### src/drt_pkg.sv
package drt_pkg;

  // Store geometry
  localparam int MAX_RECTS = 8;
  localparam int IDX_W     = (MAX_RECTS > 1) ? $clog2(MAX_RECTS) : 1;
  localparam int CNT_W     = $clog2(MAX_RECTS + 1);

  // Pixel and fixed-point widths
  localparam int PIX_W = 15;
  localparam int FIX_W = 21;
  localparam int CFG_INDEX_W = 2;

  // Register reset values
  localparam logic [PIX_W-1:0] SURF_W_RESET = 15'd1920;
  localparam logic [PIX_W-1:0] SURF_H_RESET = 15'd1080;

  // Register indexes
  localparam logic [CFG_INDEX_W-1:0] CFG_SURF_W = 2'd0;
  localparam logic [CFG_INDEX_W-1:0] CFG_SURF_H = 2'd1;

  typedef enum logic [1:0] {
    OP_ADD   = 2'd0,
    OP_MARK  = 2'd1,
    OP_CLEAR = 2'd2
  } op_e;

  typedef enum logic [2:0] {
    ST_EMPTY   = 3'd0,
    ST_COVERED = 3'd1,
    ST_STORED  = 3'd2,
    ST_MERGED  = 3'd3,
    ST_OTHER   = 3'd4
  } status_e;

  typedef struct packed {
    logic [PIX_W-1:0] left;
    logic [PIX_W-1:0] top;
    logic [PIX_W-1:0] width;
    logic [PIX_W-1:0] height;
  } rect_t;

endpackage

### src/dirty_rectangle_tracker_core.sv
// Dirty rectangle tracker. Holds up to drt_pkg::MAX_RECTS damaged rectangles
// in pixels. An add word (opcode 0) carries a signed Q16.4 rectangle; its
// left/top edges are floored and clamped at 0, its right/bottom edges
// (origin plus extent) are ceiled and clamped at the surface size set by
// register 0 (width) and register 1 (height). Empty or already covered
// rectangles are dropped, others are appended; on overflow the whole store
// collapses into one bounding box. Opcode 1 marks the whole surface, opcode
// 2 empties the store, opcode 3 is ignored. After every input word the held
// rectangles go out as a run of words, last_o on the final one; an empty
// store gives one word with region_valid_o low. Timing: one item at a time,
// in_stall_o stays high until its run has been handed to the output
// register. An add word passes through acceptance, edge rounding and
// clamping, the empty check, the containment scan (skipped for an empty
// rectangle, one stored rectangle per cycle through a single compare
// unit, ending early on a cover) and then emission of the run; mark,
// clear and ignored words go straight from acceptance to emission.
// Output stalls stretch the emission phase. A new word is taken while
// the final result still sits in the output register. Config writes are
// always ready and should only be issued while the block is idle.
module dirty_rectangle_tracker_core (
  input  logic                             clk_i,
  input  logic                             rst_ni,
  // input channel
  input  logic                             in_valid_i,
  output logic                             in_stall_o,
  input  logic [1:0]                       opcode_i,
  input  logic signed [drt_pkg::FIX_W-1:0] rect_left_i,
  input  logic signed [drt_pkg::FIX_W-1:0] rect_top_i,
  input  logic signed [drt_pkg::FIX_W-1:0] rect_width_i,
  input  logic signed [drt_pkg::FIX_W-1:0] rect_height_i,
  // result channel
  output logic                             out_valid_o,
  input  logic                             out_stall_i,
  output logic [2:0]                       status_o,
  output logic [3:0]                       held_count_o,
  output logic                             region_valid_o,
  output logic [drt_pkg::PIX_W-1:0]        region_left_o,
  output logic [drt_pkg::PIX_W-1:0]        region_top_o,
  output logic [drt_pkg::PIX_W-1:0]        region_width_o,
  output logic [drt_pkg::PIX_W-1:0]        region_height_o,
  output logic                             last_o,
  // config write channel
  input  logic                             cfg_valid_i,
  output logic                             cfg_ready_o,
  input  logic [drt_pkg::CFG_INDEX_W-1:0]  cfg_index_i,
  input  logic [drt_pkg::PIX_W-1:0]        cfg_data_i
);

  typedef enum logic [2:0] {
    S_IDLE,
    S_EDGE,
    S_CHECK,
    S_SCAN,
    S_EMIT
  } state_e;

  state_e state_q;

  // config registers
  logic [drt_pkg::PIX_W-1:0] surf_w_q, surf_h_q;

  // store and fill count
  drt_pkg::rect_t            store_q [drt_pkg::MAX_RECTS];
  logic [drt_pkg::CNT_W-1:0] count_q;
  logic [drt_pkg::CNT_W-1:0] idx_q;

  // captured input word
  logic signed [drt_pkg::FIX_W-1:0] x_q, y_q, w_q, h_q;

  // clamped edges: left/top are non-negative, right/bottom signed
  logic [15:0]        l_q, t_q;
  logic signed [18:0] r_q, b_q;

  // bounding box accumulated during the scan
  logic [drt_pkg::PIX_W-1:0] bl_q, bt_q;
  logic [15:0]               br_q, bb_q;

  logic [2:0] status_q;

  // output register
  logic                      ov_q;
  logic [2:0]                o_status_q;
  logic [3:0]                o_count_q;
  logic                      o_rvalid_q;
  drt_pkg::rect_t            o_rect_q;
  logic                      o_last_q;

  logic in_accept;
  assign in_accept   = in_valid_i && !in_stall_o;
  assign in_stall_o  = (state_q != S_IDLE);
  assign cfg_ready_o = 1'b1;

  // ---------------------------------------------------------------------
  // Edge rounding: floor of origin, ceil of origin plus extent
  // ---------------------------------------------------------------------
  logic signed [22:0] xr_sum, yb_sum;
  logic signed [18:0] ce_x, ce_y;
  logic signed [18:0] sw_s, sh_s;
  logic signed [16:0] fl_x, fl_y;

  always_comb begin
    xr_sum = 23'(x_q) + 23'(w_q) + 23'sd15;
    yb_sum = 23'(y_q) + 23'(h_q) + 23'sd15;
    ce_x   = xr_sum[22:4];
    ce_y   = yb_sum[22:4];
    fl_x   = x_q[drt_pkg::FIX_W-1:4];
    fl_y   = y_q[drt_pkg::FIX_W-1:4];
    sw_s   = $signed({4'b0, surf_w_q});
    sh_s   = $signed({4'b0, surf_h_q});
  end

  // ---------------------------------------------------------------------
  // Shared compare unit: one held rectangle against the new one
  // ---------------------------------------------------------------------
  drt_pkg::rect_t            hold;
  logic [15:0]               hold_r, hold_b;
  logic [drt_pkg::PIX_W-1:0] n_left, n_top;
  logic [15:0]               n_right, n_bot;
  logic                      covered, scan_done, is_empty, has_room;

  always_comb begin
    hold      = store_q[idx_q[drt_pkg::IDX_W-1:0]];
    hold_r    = {1'b0, hold.left} + {1'b0, hold.width};
    hold_b    = {1'b0, hold.top} + {1'b0, hold.height};
    // only meaningful once the empty check has passed
    n_left    = l_q[drt_pkg::PIX_W-1:0];
    n_top     = t_q[drt_pkg::PIX_W-1:0];
    n_right   = r_q[15:0];
    n_bot     = b_q[15:0];
    covered   = (n_left >= hold.left) && (n_top >= hold.top) &&
                (n_right <= hold_r) && (n_bot <= hold_b);
    scan_done = (idx_q == count_q);
    is_empty  = (r_q <= $signed({3'b0, l_q})) || (b_q <= $signed({3'b0, t_q}));
    has_room  = (count_q < drt_pkg::CNT_W'(drt_pkg::MAX_RECTS));
  end

  // ---------------------------------------------------------------------
  // Store write port
  // ---------------------------------------------------------------------
  logic                      wr_en;
  logic [drt_pkg::IDX_W-1:0] wr_idx;
  drt_pkg::rect_t            wr_rect;

  always_comb begin
    wr_en   = 1'b0;
    wr_idx  = '0;
    wr_rect = '{left: '0, top: '0, width: surf_w_q, height: surf_h_q};
    if (state_q == S_IDLE) begin
      wr_en = in_accept && (opcode_i == drt_pkg::OP_MARK);
    end else if (state_q == S_SCAN && scan_done) begin
      wr_en = 1'b1;
      if (has_room) begin
        wr_idx  = count_q[drt_pkg::IDX_W-1:0];
        wr_rect = '{left: n_left, top: n_top,
                    width: drt_pkg::PIX_W'(n_right - {1'b0, n_left}),
                    height: drt_pkg::PIX_W'(n_bot - {1'b0, n_top})};
      end else begin
        wr_rect = '{left: bl_q, top: bt_q,
                    width: drt_pkg::PIX_W'(br_q - {1'b0, bl_q}),
                    height: drt_pkg::PIX_W'(bb_q - {1'b0, bt_q})};
      end
    end
  end

  always_ff @(posedge clk_i) begin
    if (wr_en) begin
      store_q[wr_idx] <= wr_rect;
    end
  end

  // ---------------------------------------------------------------------
  // Config registers
  // ---------------------------------------------------------------------
  always_ff @(posedge clk_i or negedge rst_ni) begin
    if (!rst_ni) begin
      surf_w_q <= drt_pkg::SURF_W_RESET;
      surf_h_q <= drt_pkg::SURF_H_RESET;
    end else if (cfg_valid_i && cfg_ready_o) begin
      if (cfg_index_i == drt_pkg::CFG_SURF_W) begin
        surf_w_q <= cfg_data_i;
      end else if (cfg_index_i == drt_pkg::CFG_SURF_H) begin
        surf_h_q <= cfg_data_i;
      end
    end
  end

  // ---------------------------------------------------------------------
  // Sequencer and output register
  // ---------------------------------------------------------------------
  logic out_free;
  assign out_free = !ov_q || !out_stall_i;

  always_ff @(posedge clk_i or negedge rst_ni) begin
    if (!rst_ni) begin
      state_q    <= S_IDLE;
      count_q    <= '0;
      idx_q      <= '0;
      ov_q       <= 1'b0;
      x_q        <= '0;
      y_q        <= '0;
      w_q        <= '0;
      h_q        <= '0;
      l_q        <= '0;
      t_q        <= '0;
      r_q        <= '0;
      b_q        <= '0;
      bl_q       <= '0;
      bt_q       <= '0;
      br_q       <= '0;
      bb_q       <= '0;
      status_q   <= drt_pkg::ST_OTHER;
      o_status_q <= drt_pkg::ST_EMPTY;
      o_count_q  <= '0;
      o_rvalid_q <= 1'b0;
      o_rect_q   <= '0;
      o_last_q   <= 1'b0;
    end else begin
      // output word loads in the emit state, otherwise drains when taken
      if (state_q == S_EMIT && out_free) begin
        ov_q <= 1'b1;
      end else if (ov_q && !out_stall_i) begin
        ov_q <= 1'b0;
      end
      unique case (state_q)
        S_IDLE: begin
          if (in_accept) begin
            x_q      <= rect_left_i;
            y_q      <= rect_top_i;
            w_q      <= rect_width_i;
            h_q      <= rect_height_i;
            idx_q    <= '0;
            status_q <= drt_pkg::ST_OTHER;
            unique case (opcode_i)
              drt_pkg::OP_ADD:   state_q <= S_EDGE;
              drt_pkg::OP_MARK: begin
                count_q <= drt_pkg::CNT_W'(1);
                state_q <= S_EMIT;
              end
              drt_pkg::OP_CLEAR: begin
                count_q <= '0;
                state_q <= S_EMIT;
              end
              default:           state_q <= S_EMIT;
            endcase
          end
        end
        S_EDGE: begin
          l_q     <= fl_x[16] ? 16'd0 : fl_x[15:0];
          t_q     <= fl_y[16] ? 16'd0 : fl_y[15:0];
          r_q     <= (ce_x > sw_s) ? sw_s : ce_x;
          b_q     <= (ce_y > sh_s) ? sh_s : ce_y;
          state_q <= S_CHECK;
        end
        S_CHECK: begin
          idx_q <= '0;
          if (is_empty) begin
            status_q <= drt_pkg::ST_EMPTY;
            state_q  <= S_EMIT;
          end else begin
            bl_q    <= n_left;
            bt_q    <= n_top;
            br_q    <= n_right;
            bb_q    <= n_bot;
            state_q <= S_SCAN;
          end
        end
        S_SCAN: begin
          if (scan_done) begin
            idx_q <= '0;
            if (has_room) begin
              count_q  <= count_q + drt_pkg::CNT_W'(1);
              status_q <= drt_pkg::ST_STORED;
            end else begin
              count_q  <= drt_pkg::CNT_W'(1);
              status_q <= drt_pkg::ST_MERGED;
            end
            state_q <= S_EMIT;
          end else if (covered) begin
            idx_q    <= '0;
            status_q <= drt_pkg::ST_COVERED;
            state_q  <= S_EMIT;
          end else begin
            if (hold.left < bl_q) bl_q <= hold.left;
            if (hold.top < bt_q)  bt_q <= hold.top;
            if (hold_r > br_q)    br_q <= hold_r;
            if (hold_b > bb_q)    bb_q <= hold_b;
            idx_q <= idx_q + drt_pkg::CNT_W'(1);
          end
        end
        S_EMIT: begin
          if (out_free) begin
            o_status_q <= status_q;
            o_count_q  <= 4'(count_q);
            if (count_q == '0) begin
              o_rvalid_q <= 1'b0;
              o_rect_q   <= '0;
              o_last_q   <= 1'b1;
              state_q    <= S_IDLE;
            end else begin
              o_rvalid_q <= 1'b1;
              o_rect_q   <= hold;
              o_last_q   <= (idx_q + drt_pkg::CNT_W'(1) == count_q);
              idx_q      <= idx_q + drt_pkg::CNT_W'(1);
              if (idx_q + drt_pkg::CNT_W'(1) == count_q) begin
                state_q <= S_IDLE;
              end
            end
          end
        end
        default: state_q <= S_IDLE;
      endcase
    end
  end

  assign out_valid_o     = ov_q;
  assign status_o        = o_status_q;
  assign held_count_o    = o_count_q;
  assign region_valid_o  = o_rvalid_q;
  assign region_left_o   = o_rect_q.left;
  assign region_top_o    = o_rect_q.top;
  assign region_width_o  = o_rect_q.width;
  assign region_height_o = o_rect_q.height;
  assign last_o          = o_last_q;

  // ---------------------------------------------------------------------
  // Assertions
  // ---------------------------------------------------------------------
  a_count_bound: assert property (@(posedge clk_i) disable iff (!rst_ni)
    count_q <= drt_pkg::CNT_W'(drt_pkg::MAX_RECTS))
    else $error("fill count above store depth");

  a_scan_idx: assert property (@(posedge clk_i) disable iff (!rst_ni)
    (state_q == S_SCAN || state_q == S_EMIT) |-> idx_q <= count_q)
    else $error("walk index past fill count");

  a_empty_word: assert property (@(posedge clk_i) disable iff (!rst_ni)
    (out_valid_o && !region_valid_o) |-> (held_count_o == 4'd0 && last_o))
    else $error("empty-store word without zero count and last");

  a_busy_after_accept: assert property (@(posedge clk_i) disable iff (!rst_ni)
    in_accept |=> in_stall_o)
    else $error("input not stalled while item in work");

endmodule

### config.mk
export PLATFORM = sky130hd
export DESIGN_NAME = dirty_rectangle_tracker_core
export DESIGN_NICKNAME = d
export VERILOG_FILES = /design/src/drt_pkg.sv /design/src/dirty_rectangle_tracker_core.sv
export SDC_FILE = /design/constraint.sdc
export NUM_CORES = 2
export LEC_CHECK = 0
export BUFFER_PORTS_ARGS = -buffer_cell sky130_fd_sc_hd__buf_2
export CAP_MARGIN = 5
export CORE_MARGIN = 2
export CORE_UTILIZATION = 57
export DETAILED_ROUTE_END_ITERATION = 16
export GPL_TIMING_DRIVEN = 0
export PLACE_DENSITY_LB_ADDON = 0.05
export SLEW_MARGIN = 5
export SYNTH_ARGS = -nofsm -noshare
export SYNTH_HDL_FRONTEND = slang
export SYNTH_SLANG_ARGS = --single-unit
### constraint.sdc
create_clock -name clk_i -period 7.1 [get_ports clk_i]
set_clock_uncertainty 0.1 [all_clocks]
set_input_delay 0.355 -clock clk_i [delete_from_list [all_inputs] [get_ports clk_i]]
set_output_delay 0.355 -clock clk_i [all_outputs]
set_load 0.02 [all_outputs]
==> results.md <==
* Placer Congestion at roughly 0.93
* Cell Area, Synth at roughly 43,000 um^2
* Multi-input logic area at roughly 19,000 um^2
* Synthesis-to-finish area growth at 16.89%
* CTS H-tree lvls at 3
* Slew @ Worst Pin at 1.449 ns
* Final Hold Slack at between 0.15 and 0.2 ns
* Slew margin rel. at 0.02363
* Non-filler cells, final at around 4,900
* Worst reg2reg path depth at 27
* #FFs+latches synth at between 800 and 900
* Post-synthesis compound-gate area fraction at 0.1116
* Largest family of logic cells by synthesized area: multiplexers
* Longest Clk Path Bufs at 3
* Yosys top cell by area: edfxtp_1
* Wirelength per Cell at 27.57 um
* Hold depth at 5
* Hold violation count in the final report at 0
* Worst hold start: cfg_index_i[1]
* Largest net degree at the start of global routing at 117
* Die width at between 200 and 300 um
* Synth warn at 0
* Peak Freq at 145.5 MHz
* Xor/xnor share of the synthesized area at 0.02064
* Ports at 180
* Share of the synthesized area in the top cell type at 0.3362
* Vias at about 32,000
* Buffers on Ports at 178
* RSZ-0062 raised after global routing: no
* Post-DP HPWL at around 100 mm
* Initial Util at 0.5758
* Syn_nets at 3,923
* Synth area leaders: edfxtp_1 34%, dfrtp_1 19%, ha_1 9.4%
* Crit. End Element: flip-flop
* Leak pwr at approximately 20 nW
* Worst Path Arrival at 7.34 ns
* Synthesized-area fraction occupied by adder cells at 0.09708
* GRT overflow at 0
* NumNets Final at between 4,000 and 5,000
* FF-to-FF End: bb_q[2]
* DR DRC count at 0
* Multiplexer area fraction after synthesis at 0.1258
* Pwr per Cell Area at around 540 nW/um^2
* Syn Area/Cell at roughly 12 um^2
* Layout cells sized above 1 at 0.1791
* Clock-pin slew of the registers on the worst-case setup and hold paths at 0.06 ns
* Antenna violations before repair at 1
* Hold/Removal Path Class: primary input to flip-flop
* Worst skew pair latency at 0.67 ns
* # rows at 100
* Clock root buffer: clkbuf_16
* Status: finished clean
* Vias in the first global route at between 30,000 and 40,000
* Cell with the most instances after synthesis: edfxtp_1
* Peak VDD IR at approximately 0.00042 V
* Routed Antenna Nets at 0
* # placed instances at roughly 4,700
* Post-synthesis sequential area ratio at 0.5291
* Synth cell types at 82
* Number of CTS-inserted buffers at between 80 and 90
* CORE AREA at 74,450 um^2
* Post-synth EDFFs at 480
* Slew Limit Fails at 0
* First-pass GRT wire length at between 200 and 250 mm
* Fillers at 5,356
* DIE AREA at ~77,000 um^2
* Mapped Cells at ~3,500
* Initial DRC Count at roughly 3,600
* Final setup violation count at 0
* Asr flop ratio synth at 0.4074
* R2R setup slack at ~0.23 ns
* Clock net sink count at around 800
* Via/cell ratio at 6.380
* Tcrit/Tclk final at 0.9678
* WS Path Type: flip-flop to flip-flop
* Max cap viols at 0
* Sequential Area at 22,680 um^2
* R2r startpoint: idx_q[0]
* CTS tree: built
* CP Max Fanout at 10
* WHS Endpoint: surf_w_q[8]
* Startpoint types: flip-flop
* Ys flop type: edfxtp_1
* Pre-Repair DR Iteration Count at 7
* Die Height at between 200 and 300 um
* List of most frequent post-synthesis cells: 480 x edfxtp_1, 323 x ha_1, 321 x dfrtp_1
* Simple-gate share of the synthesized area at 0.07995
* GRT Util Overall at 0.3522
* CP required at about 7.6 ns
* Post-route minimum period at 6.871 ns
* Final wirelength at ~140 mm
[flip-flops by register name, indices dropped and copies added (netlist names), 16 cells and up]
signal   cells
b_q         19
w_q         21
store_q    480
br_q        16
l_q         16
t_q         16
bb_q        16
r_q         19
x_q         21
y_q         21
h_q         21
[cells by family after synthesis]
group                      Yosys count
xor gates and xnor gates           101
DFF                                810
buffers and inverters              398
other                                1
muxes                              371
AOI/OAI and AO/OA                  740
and+or+nand+nor                    736
adders and majority gates          329
[layout make-up]
cell class | instances | area share
Sequential cell | 810 | 0.4527
Buffer | 149 | 0.01646
Antenna cell | 1 | 0.00004994
Tap cell | 969 | 0.02420
Inverter | 248 | 0.01858
Clock inverter | 30 | 0.008640
Multi-Input combinational cell | 2278 | 0.3782
Timing Repair Buffer | 333 | 0.05289
Clock buffer | 128 | 0.04827
[worst max-delay path: stages (launching register included)]
cell and delay, ns:
dfrtp_1 0.38, clkbuf_8 0.20, buf_8 0.18, buf_6 0.22
mux4_2 0.53, mux2i_2 0.44, inv_1 0.19, ha_1 0.40
o21a_1 0.20, o31a_1 0.15, o221a_1 0.25, o311a_1 0.34
o31a_1 0.28, mux2i_1 0.13, nor3_2 0.29, ha_1 0.30
nand4_1 0.21, nor2_1 0.10, and2_1 0.16, o21ba_2 0.21
o22a_1 0.17, mux2_4 0.31, o21bai_4 0.15, buf_12 0.15
a21o_1 0.11, buf_4 0.18, buf_8 0.19, mux2i_1 0.21
[power by group]
| group | internal, mW | switching (mW) | total [mW] |
|---|---|---|---|
| sequential | 5.82 | 0.847 | 6.67 |
| clock | 2.61 | 1.93 | 4.53 |
| combinational | 6.37 | 9.52 | 15.9 |
[stage by stage]
step | TNS (ns) | setup slack, ns | cell area, um^2 | total power, mW | util
after floorplan | 0 | 0.06564 | 42870 | 17.12 | -
after detailed placement | -234.40 | -3.442 | 45560 | 21.74 | 0.6120
after global routing | 0 | 0.0008438 | 50100 | 28.88 | 0.6730
after CTS | 0 | 0.01972 | 49850 | 26.58 | 0.6696
after global placement | -1523.00 | -5.642 | 44970 | 21.25 | 0.6041
final | 0 | 0.2288 | 50110 | 27.09 | 0.6730
[what timing repair did]
item / 4_1_cts / 5_1_grt
cloned: 0 / 0
gates resized for setup: 134 / 37
hold endpoints to repair: 349 / 0
pin swaps: 5 / 6
buffers inserted: 8 / 9
hold buffers: 105 / 0
endpoints found under the setup margin: 72 / 63
[placed cells by master (no fill, tap or decap), types with 66 or more instances in the layout]
cell type      netlist  final
a21o_1              68     68
a21oi_1            178    176
buf_2                6    184
clkbuf_1           111    122
clkbuf_16            0     86
dfrtp_1            321    320
dlygate4sd3_1        0    105
edfxtp_1           480    480
ha_1               323    323
inv_1              246    246
mux2_2             130    128
mux2i_1            118    102
mux4_2             120    120
nand2_1            206    206
nand3_1             95     95
nor2_1             215    210
o21ai_0            227    217
xnor2_1             67     66
[per-layer routing]
| layer | GRT usage | part of all wire | vias to the layer above |
|---|---|---|---|
| met5 | 0 | 0 | - |
| met4 | 0.1304 | 0.038 | 0 |
| met3 | 0.05541 | 0.085 | 255 |
| met2 | 0.5687 | 0.47 | 1500 |
| met1 | 0.4855 | 0.41 | 15900 |
| li1 | - | - | 13900 |
[how the worst max path moves through the flow]
stage          startpoint              to  slack [ns]  depth (start not counted)
3_3_place_gp   state_q[1]  store_q[4][50]       -5.64                          8
6_report         idx_q[0]         bb_q[2]        0.23                         27
2_1_floorplan    idx_q[0]         bt_q[0]        0.07                         22
3_5_place_dp     idx_q[0]         bb_q[2]       -3.44                         26
5_1_grt          idx_q[0]        bb_q[11]      0.0008                         26
4_1_cts          idx_q[0]        br_q[14]        0.02                         29
Power figures use the tool's default switching activity.
